--- config.mk ---
export PLATFORM = sky130hd
export DESIGN_NAME = quoted_argument_tokenizer_core
export DESIGN_NICKNAME = d
export VERILOG_FILES = /design/src/rtl/core/qat_pkg.sv /design/src/rtl/core/qat_front.sv /design/src/rtl/core/qat_queue.sv /design/src/rtl/core/qat_back.sv /design/src/rtl/core/quoted_argument_tokenizer_core.sv
export SDC_FILE = /design/constraint.sdc
export NUM_CORES = 1
export LEC_CHECK = 0
export BUFFER_PORTS_ARGS = -buffer_cell sky130_fd_sc_hd__buf_2
export CAP_MARGIN = 0
export CORE_AREA = 2 2 126 128
export CTS_CLUSTER_DIAMETER = 40
export DETAILED_ROUTE_END_ITERATION = 10
export DIE_AREA = 0 0 128 130
export HOLD_SLACK_MARGIN = 0.03
export PLACE_DENSITY = 0.5
export SLEW_MARGIN = 20
export SYNTH_ARGS = -nofsm -noshare
export SYNTH_HDL_FRONTEND = slang
export SYNTH_SLANG_ARGS = --single-unit
--- constraint.sdc ---
create_clock -name i_clk -period 3.4 [get_ports i_clk]
set_input_delay 0.17 -clock i_clk [delete_from_list [all_inputs] [get_ports i_clk]]
set_output_delay 0.17 -clock i_clk [all_outputs]
set_load 0.01 [all_outputs]
--- src/rtl/core/qat_pkg.sv ---
`default_nettype none

package qat_pkg;

    // most results one line character can cause
    localparam int MAX_RES = 3;
    localparam int QUEUE_DEPTH_DEF = 2;

    localparam logic [7:0] CH_SPACE  = 8'h20;
    localparam logic [7:0] CH_TAB    = 8'h09;
    localparam logic [7:0] CH_SQUOTE = 8'h27;
    localparam logic [7:0] CH_DQUOTE = 8'h22;
    localparam logic [7:0] CH_BSLASH = 8'h5c;
    localparam logic [7:0] CH_ZERO   = 8'h30;
    localparam logic [7:0] CH_SEVEN  = 8'h37;
    localparam logic [7:0] CH_LC_R   = 8'h72;
    localparam logic [7:0] CH_LC_N   = 8'h6e;
    localparam logic [7:0] CH_LC_F   = 8'h66;
    localparam logic [7:0] CH_LC_T   = 8'h74;
    localparam logic [7:0] CH_LC_B   = 8'h62;
    localparam logic [7:0] CH_CR     = 8'h0d;
    localparam logic [7:0] CH_LF     = 8'h0a;
    localparam logic [7:0] CH_FF     = 8'h0c;
    localparam logic [7:0] CH_BS     = 8'h08;

    typedef enum logic [1:0] {
        KIND_DATA     = 2'd0,
        KIND_ARG_END  = 2'd1,
        KIND_LINE_END = 2'd2
    } t_kind;

    typedef enum logic [1:0] {
        Q_NONE   = 2'd0,
        Q_SINGLE = 2'd1,
        Q_DOUBLE = 2'd2
    } t_quote;

    typedef struct packed {
        t_kind      kind;
        logic [7:0] data;
    } t_result;

    // all results of one request, in order; cnt is 1 to MAX_RES
    typedef struct packed {
        logic [1:0]                 cnt;
        t_result [MAX_RES-1:0]      res;
    } t_bundle;

    function automatic t_result mk_res(input t_kind kind, input logic [7:0] data);
        t_result r;
        r.kind = kind;
        r.data = (kind == KIND_DATA) ? data : 8'h00;
        return r;
    endfunction

    // byte for a backslash followed by a character that is not an octal digit
    function automatic logic [7:0] escape_map(input logic [7:0] c);
        logic [7:0] v;
        case (c)
            CH_LC_R: v = CH_CR;
            CH_LC_N: v = CH_LF;
            CH_LC_F: v = CH_FF;
            CH_LC_T: v = CH_TAB;
            CH_LC_B: v = CH_BS;
            default: v = c;
        endcase
        return v;
    endfunction

endpackage

`default_nettype wire

--- src/rtl/core/qat_front.sv ---
`default_nettype none

module qat_front (
    input  wire logic            i_clk,
    input  wire logic            i_rst_n,
    input  wire logic            i_valid,
    input  wire logic [7:0]      i_ch,
    input  wire logic            i_line_end,
    input  wire logic            i_full,
    output logic                 o_push,
    output qat_pkg::t_bundle     o_bundle
);
    import qat_pkg::*;

    t_quote     r_quote, n_quote;
    logic       r_in_arg, n_in_arg;
    logic       r_bs, n_bs;
    logic [1:0] r_seen, n_seen;
    logic [7:0] r_oval, n_oval;

    t_bundle    bnd;
    logic [1:0] cnt;
    logic       done;
    logic       sep;
    logic       is_oct;
    logic       accept;

    assign accept = i_valid && !i_full;
    assign sep    = (i_ch == CH_SPACE) || (i_ch == CH_TAB);
    assign is_oct = (i_ch >= CH_ZERO) && (i_ch <= CH_SEVEN);

    always_comb begin
        n_quote  = r_quote;
        n_in_arg = r_in_arg;
        n_bs     = r_bs;
        n_seen   = r_seen;
        n_oval   = r_oval;
        bnd      = '0;
        cnt      = 2'd0;
        done     = 1'b0;
        if (i_line_end) begin
            if (r_seen != 2'd0) begin
                bnd.res[cnt] = mk_res(KIND_DATA, r_oval);
                cnt = cnt + 2'd1;
            end
            if (r_in_arg) begin
                bnd.res[cnt] = mk_res(KIND_ARG_END, 8'h00);
                cnt = cnt + 2'd1;
            end
            bnd.res[cnt] = mk_res(KIND_LINE_END, 8'h00);
            cnt = cnt + 2'd1;
            n_quote  = Q_NONE;
            n_in_arg = 1'b0;
            n_bs     = 1'b0;
            n_seen   = 2'd0;
            n_oval   = 8'h00;
        end else begin
            // pending octal escape
            if (r_seen != 2'd0) begin
                if (is_oct) begin
                    n_oval = {r_oval[4:0], i_ch[2:0]};
                    n_seen = r_seen + 2'd1;
                    if (r_seen == 2'd2) begin
                        bnd.res[cnt] = mk_res(KIND_DATA, n_oval);
                        cnt = cnt + 2'd1;
                        n_seen = 2'd0;
                        n_oval = 8'h00;
                    end
                    done = 1'b1;
                end else begin
                    bnd.res[cnt] = mk_res(KIND_DATA, r_oval);
                    cnt = cnt + 2'd1;
                    n_seen = 2'd0;
                    n_oval = 8'h00;
                end
            end
            if (!done) begin
                if (r_bs) begin
                    n_bs = 1'b0;
                    if (is_oct) begin
                        n_oval = {5'b0, i_ch[2:0]};
                        n_seen = 2'd1;
                    end else begin
                        bnd.res[cnt] = mk_res(KIND_DATA, escape_map(i_ch));
                        cnt = cnt + 2'd1;
                    end
                end else if (r_in_arg || !sep) begin
                    n_in_arg = 1'b1;
                    if ((r_quote == Q_SINGLE && i_ch == CH_SQUOTE) ||
                        (r_quote == Q_DOUBLE && i_ch == CH_DQUOTE)) begin
                        n_quote = Q_NONE;
                    end else if (r_quote == Q_NONE && i_ch == CH_SQUOTE) begin
                        n_quote = Q_SINGLE;
                    end else if (r_quote == Q_NONE && i_ch == CH_DQUOTE) begin
                        n_quote = Q_DOUBLE;
                    end else if (i_ch == CH_BSLASH) begin
                        n_bs = 1'b1;
                    end else if (r_quote != Q_NONE || !sep) begin
                        bnd.res[cnt] = mk_res(KIND_DATA, i_ch);
                        cnt = cnt + 2'd1;
                    end else begin
                        bnd.res[cnt] = mk_res(KIND_ARG_END, 8'h00);
                        cnt = cnt + 2'd1;
                        n_in_arg = 1'b0;
                    end
                end
            end
        end
        bnd.cnt = cnt;
    end

    assign o_bundle = bnd;
    assign o_push   = accept && (cnt != 2'd0);

    always_ff @(posedge i_clk) begin
        if (!i_rst_n) begin
            r_quote  <= Q_NONE;
            r_in_arg <= 1'b0;
            r_bs     <= 1'b0;
            r_seen   <= 2'd0;
            r_oval   <= 8'h00;
        end else if (accept) begin
            r_quote  <= n_quote;
            r_in_arg <= n_in_arg;
            r_bs     <= n_bs;
            r_seen   <= n_seen;
            r_oval   <= n_oval;
        end
    end

endmodule

`default_nettype wire

--- src/rtl/core/qat_queue.sv ---
`default_nettype none

module qat_queue #(
    parameter int P_DEPTH = qat_pkg::QUEUE_DEPTH_DEF
) (
    input  wire logic             i_clk,
    input  wire logic             i_rst_n,
    input  wire logic             i_push,
    input  wire qat_pkg::t_bundle i_data,
    input  wire logic             i_pop,
    output logic                  o_full,
    output logic                  o_valid,
    output qat_pkg::t_bundle      o_data
);
    import qat_pkg::*;

    localparam int AW = (P_DEPTH > 1) ? $clog2(P_DEPTH) : 1;
    localparam int CW = $clog2(P_DEPTH + 1);

    t_bundle         r_mem [P_DEPTH];
    logic [AW-1:0]   r_wr, r_rd;
    logic [CW-1:0]   r_cnt;
    logic            do_push, do_pop;

    assign o_full  = (r_cnt == CW'(P_DEPTH));
    assign o_valid = (r_cnt != '0);
    assign o_data  = r_mem[r_rd];
    assign do_push = i_push && !o_full;
    assign do_pop  = i_pop && o_valid;

    function automatic logic [AW-1:0] bump(input logic [AW-1:0] p);
        return (p == AW'(P_DEPTH - 1)) ? '0 : p + AW'(1);
    endfunction

    always_ff @(posedge i_clk) begin
        if (!i_rst_n) begin
            r_wr  <= '0;
            r_rd  <= '0;
            r_cnt <= '0;
        end else begin
            if (do_push) begin
                r_wr <= bump(r_wr);
            end
            if (do_pop) begin
                r_rd <= bump(r_rd);
            end
            if (do_push && !do_pop) begin
                r_cnt <= r_cnt + CW'(1);
            end else if (do_pop && !do_push) begin
                r_cnt <= r_cnt - CW'(1);
            end
        end
    end

    always_ff @(posedge i_clk) begin
        if (do_push) begin
            r_mem[r_wr] <= i_data;
        end
    end

endmodule

`default_nettype wire

--- src/rtl/core/qat_back.sv ---
`default_nettype none

module qat_back (
    input  wire logic             i_clk,
    input  wire logic             i_rst_n,
    input  wire logic             i_q_valid,
    input  wire qat_pkg::t_bundle i_q_data,
    output logic                  o_q_pop,
    input  wire logic             i_stall,
    output logic                  o_valid,
    output qat_pkg::t_result      o_res,
    output logic                  o_last
);
    import qat_pkg::*;

    logic       r_valid;
    logic [1:0] r_idx;
    t_result    r_res;
    logic       r_last;
    logic       load;
    logic       last;

    assign load    = i_q_valid && (!r_valid || !i_stall);
    assign last    = (r_idx == i_q_data.cnt - 2'd1);
    assign o_q_pop = load && last;

    always_ff @(posedge i_clk) begin
        if (!i_rst_n) begin
            r_valid <= 1'b0;
            r_idx   <= 2'd0;
        end else begin
            if (load) begin
                r_valid <= 1'b1;
                r_idx   <= last ? 2'd0 : r_idx + 2'd1;
            end else if (!i_stall) begin
                r_valid <= 1'b0;
            end
        end
    end

    always_ff @(posedge i_clk) begin
        if (load) begin
            r_res  <= i_q_data.res[r_idx];
            r_last <= last;
        end
    end

    assign o_valid = r_valid;
    assign o_res   = r_res;
    assign o_last  = r_last;

endmodule

`default_nettype wire

--- src/rtl/core/quoted_argument_tokenizer_core.sv ---
// quoted argument tokenizer: splits a line, one character per request, into arguments
// input channel: i_valid / o_stall carry i_ch and i_line_end; a request is taken at a
//   clock edge with i_valid high and o_stall low; i_line_end high closes the line
// output channel: o_valid / i_stall carry o_item_kind (data, end of argument, end of
//   line), o_out_byte and o_last_of_run, set on the final result of each request
// a taken request's results pass through the queue and then the output register before o_valid
// throughput: one request per cycle while each gives at most one result and i_stall is
//   low; a request with k results sends them through the output register one by one, the
//   shared result register being the limit; the queue between the parts absorbs the bursts
// o_stall is high only while the queue of pending result groups is full
// requests that give no result (separators outside an argument, quotes, backslashes) never
//   reach the queue
// reset (synchronous, active low) clears the quote, argument and escape state, empties
//   the queue and drops o_valid
// while i_stall is high the shown result holds and the front keeps taking requests
//   until the queue fills
`default_nettype none

module quoted_argument_tokenizer_core #(
    parameter int P_QUEUE_DEPTH = qat_pkg::QUEUE_DEPTH_DEF
) (
    input  wire logic       i_clk,
    input  wire logic       i_rst_n,
    input  wire logic       i_valid,
    output logic            o_stall,
    input  wire logic [7:0] i_ch,
    input  wire logic       i_line_end,
    output logic            o_valid,
    input  wire logic       i_stall,
    output logic [1:0]      o_item_kind,
    output logic [7:0]      o_out_byte,
    output logic            o_last_of_run
);
    import qat_pkg::*;

    // front to queue
    logic    q_push;
    t_bundle q_in;
    logic    q_full;
    // queue to back
    logic    q_valid;
    t_bundle q_out;
    logic    q_pop;
    t_result res;

    // the front classifies each character and updates the tokenizer state
    qat_front u_front (
        .i_clk      (i_clk),
        .i_rst_n    (i_rst_n),
        .i_valid    (i_valid),
        .i_ch       (i_ch),
        .i_line_end (i_line_end),
        .i_full     (q_full),
        .o_push     (q_push),
        .o_bundle   (q_in)
    );

    // result groups wait here while the receiver stalls
    qat_queue #(
        .P_DEPTH (P_QUEUE_DEPTH)
    ) u_queue (
        .i_clk   (i_clk),
        .i_rst_n (i_rst_n),
        .i_push  (q_push),
        .i_data  (q_in),
        .i_pop   (q_pop),
        .o_full  (q_full),
        .o_valid (q_valid),
        .o_data  (q_out)
    );

    // the back sends one result per cycle into the output register unless i_stall holds it
    qat_back u_back (
        .i_clk     (i_clk),
        .i_rst_n   (i_rst_n),
        .i_q_valid (q_valid),
        .i_q_data  (q_out),
        .o_q_pop   (q_pop),
        .i_stall   (i_stall),
        .o_valid   (o_valid),
        .o_res     (res),
        .o_last    (o_last_of_run)
    );

    assign o_stall     = q_full;
    assign o_item_kind = res.kind;
    assign o_out_byte  = res.data;

`ifndef ASSERT_OFF
    // byte lane is zero on every mark
    a_mark_byte_zero: assert property (@(posedge i_clk) disable iff (!i_rst_n)
        o_valid && (o_item_kind != KIND_DATA) |-> (o_out_byte == 8'h00))
        else $error("mark carries a nonzero byte");

    // end of line is always the last result of its request
    a_line_end_last: assert property (@(posedge i_clk) disable iff (!i_rst_n)
        o_valid && (o_item_kind == KIND_LINE_END) |-> o_last_of_run)
        else $error("line end not last of run");

    // the front never pushes into a full queue
    a_no_overflow: assert property (@(posedge i_clk) disable iff (!i_rst_n)
        q_push |-> !q_full)
        else $error("queue overflow");

    // a pushed group always holds at least one result
    a_group_nonempty: assert property (@(posedge i_clk) disable iff (!i_rst_n)
        q_push |-> (q_in.cnt != 2'd0))
        else $error("empty result group pushed");
`endif

endmodule

`default_nettype wire

==> impl_metrics.json <==
{
  "outcome": "finished, final reports clean",
  "synth_top_area_share_pct": 41.0,
  "setup_tns_ns": 0,
  "path_cells": "or2_1, inv_2, a31oi_1, ha_1, and4_1, o31ai_4, a31oi_4, ha_1, or3_1, a21boi_0",
  "drc": 0,
  "min_period_ns": 2.92,
  "synthFlopType": "edfxtp_1",
  "rr_startpoint": "u_front.r_seen[0]$_SDFFE_PN0P_",
  "synth_commonest_cells": "edfxtp_1 (57), nor2b_1 (26), nand2_1 (24)",
  "dp_hpwl_mm": 7.19,
  "die_area_mm2": 0.0166,
  "grt_pass1_wl_mm": 15.6,
  "drv_slew": 0,
  "ant_nets": 0,
  "post_cts_resize_count": 0,
  "ys_seq_elements": 79,
  "clkSinkCount": 79,
  "wire_per_inst_um": 17.3,
  "synth_seq_area_share_pct": 51.6,
  "synth_most_common_cell": "edfxtp_1",
  "finalCritPeriodShare_pct": 86.0,
  "yosys_warnings": 0,
  "p_per_area_mw_per_mm2": 668,
  "dr.pass1.iters": 4,
  "crit_top_cell": "ha_1",
  "cpMaxStageDelayCell": "dfxtp_1",
  "ys_types": 71,
  "n_fill_cell": 1574,
  "drive_gt1_share_pct": 20.0,
  "dp_cells": 556,
  "first_global_vias": 2721,
  "final_nets": 394,
  "path_clk_slew_ns": 0.06,
  "cts_tree": "done",
  "grt_start_max_net_pins": 24,
  "crit_start": "u_front.r_seen[0]$_SDFFE_PN0P_",
  "avgViaCountPerCell": 5.08,
  "place.gp.congestion": 0.928,
  "antenna-diode-count": 0,
  "post-route-util_pct": 31.0,
  "async_reset_ff_share_pct": 0,
  "cts_made_buffers": 9,
  "worstSkewPairLatency_ns": 0.34,
  "leakage_uw": 0.00163,
  "die_width_um": 128,
  "clock-root-buffer": "clkbuf_16",
  "holdBufCountCts": 0,
  "ioPinCount": 26,
  "grt_overflow": 0,
  "clk_path_buf_depth": 2,
  "grt_antenna_before_repair": 0,
  "syn_to_final_growth_pct": 14.6,
  "post-cts-setup-buffers": 0,
  "rsz0062_at_grt": "false",
  "synth_edf_count": 57,
  "synth_area_mm2": 0.00417,
  "syn_area_per_cell_um2": 11.8,
  "synth_top_area_cell": "edfxtp_1",
  "min-delay-start": "i_stall",
  "min_path_type": "in2reg",
  "fmax_mhz": 342,
  "holdWs_ns": 0.131,
  "synth_area_leaders": "edfxtp_1 (41%), dfxtp_1 (11%), mux4_2 (5.4%)",
  "layout.cells.non_filler": 572,
  "core_area_mm2": 0.0154,
  "hold_viol": 0,
  "worstPathArrival_ns": 3.18,
  "start_kind": "flop",
  "drt_iter0_markers": 269,
  "fp.dieH_um": 130,
  "slowest_delay_ns": 0.56,
  "tightest_slew_ns": 0.790,
  "portBuffers": 25,
  "end_kind": "flop",
  "synth_cells": 355,
  "critPathMaxFanout": 14,
  "postRouteWirelength_mm": 9.92,
  "ir_drop_v": 0.000290,
  "setup_viol": 0,
  "fin_worst_skew_ns": 0.00992,
  "synth_nets": 374,
  "path_class": "reg2reg",
  "std_cell_rows": 46,
  "cap_violations": 0,
  "slew_headroom_pct": 47.0,
  "critPathRequiredTime_ns": 3.65,
  "htreeDepth": 3,
  "initial_core_util_pct": 27.0,
  "worst-r2r-setup-slack_ns": 0.48,
  "grt_util_all_layers_pct": 12.4,
  "via_count": 2903
}
-- where the power goes --
group	total (uW)	internal [uW]	switching, uW
registers	1400	1300	98.0
logic	817	362	455
clock network	978	576	402
-- worst paths after layout --
kind                                   end  depth (start not counted)
max          u_queue.r_cnt[1]$_SDFFE_PN0P_                         10
min            u_back.o_valid$_SDFFE_PN0P_                          3
max reg2reg  u_queue.r_cnt[1]$_SDFFE_PN0P_                         10
min reg2reg      u_queue.r_wr$_SDFFE_PN0P_                          2
-- cell usage in the layout (no fill, tap or decap), types with 3 or more instances in the layout --
cell type | synthesis | final
edfxtp_1 | 57 | 57
dfxtp_1 | 22 | 22
xnor2_1 | 5 | 5
buf_2 | 4 | 25
nor2_1 | 14 | 14
a32oi_1 | 3 | 3
nand4_1 | 3 | 3
o21ai_0 | 17 | 17
nand3_1 | 7 | 7
nor2b_1 | 26 | 26
a31oi_1 | 4 | 4
a21boi_0 | 4 | 4
or3_1 | 5 | 5
buf_4 | 0 | 6
nor3_1 | 4 | 4
ha_1 | 6 | 6
clkbuf_16 | 0 | 9
and3b_1 | 4 | 4
inv_6 | 0 | 3
inv_1 | 12 | 12
nand2_1 | 24 | 24
a22oi_1 | 14 | 14
o211ai_1 | 6 | 6
o31ai_1 | 4 | 4
a21oi_1 | 13 | 13
mux4_2 | 10 | 10
nor3_2 | 3 | 3
and2_1 | 9 | 9
mux2i_1 | 4 | 4
-- per-layer routing --
layer	track usage, %	part of all wire (%)
met1	17.1	46
met2	19.2	47
met3	3.03	5.2
met4	3.81	1.8
met5	0	0
-- state kept, by name, indices dropped and copies added, names as in the netlist, 2 cells and up, named ones only --
name	flops
u_queue.r_mem	46
u_front.r_quote	2
u_back.r_idx	2
u_front.r_seen	2
u_back.o_res	10
u_queue.r_cnt	2
u_front.r_oval	8
-- area by class of cell --
type | count | area [um^2] | area share (%)
Clock buffer | 9 | 225 | 4.71
Clock inverter | 7 | 77.6 | 1.62
Timing Repair Buffer | 31 | 170 | 3.56
Inverter | 13 | 48.8 | 1.02
Sequential cell | 79 | 2150 | 45.0
Tap cell | 192 | 240 | 5.02
Multi-Input combinational cell | 241 | 1870 | 39.1
-- stage by stage --
step,setup WS [ns],total power [uW],area (um^2)
CTS,0.495,3240,4780
global placement,0.601,2240,4480
finish,0.476,3190,4780
global route,0.327,3380,4780
detailed placement,0.523,2260,4480
floorplan,0.752,2000,4170
-- cells by family (layout without fill, tap and decap cells) --
group           count (synthesis)  count (layout)  synth area share [%]
simple gates                  122             122                  17.9
fa+ha+maj                       6               6                  1.80
mux                            14              14                  6.36
flops                          79              79                  51.6
compound gates                 93              93                  17.5
xor+xnor                        6               6                  1.26
buf+inv                        35              60                  3.63
-- worst max-delay path, delay by kind of cell (launching register included) --
| kind | cells | cell delay, ns |
|---|---|---|
| buffers and inverters | 1 | 0.09 |
| AO/OA/AOI/OAI | 4 | 0.85 |
| adder cells (fa/ha/maj) | 2 | 0.63 |
| flip-flops | 1 | 0.56 |
| AND/OR/NAND/NOR | 3 | 0.71 |
No activity file was read; power rests on OpenSTA's default activity.
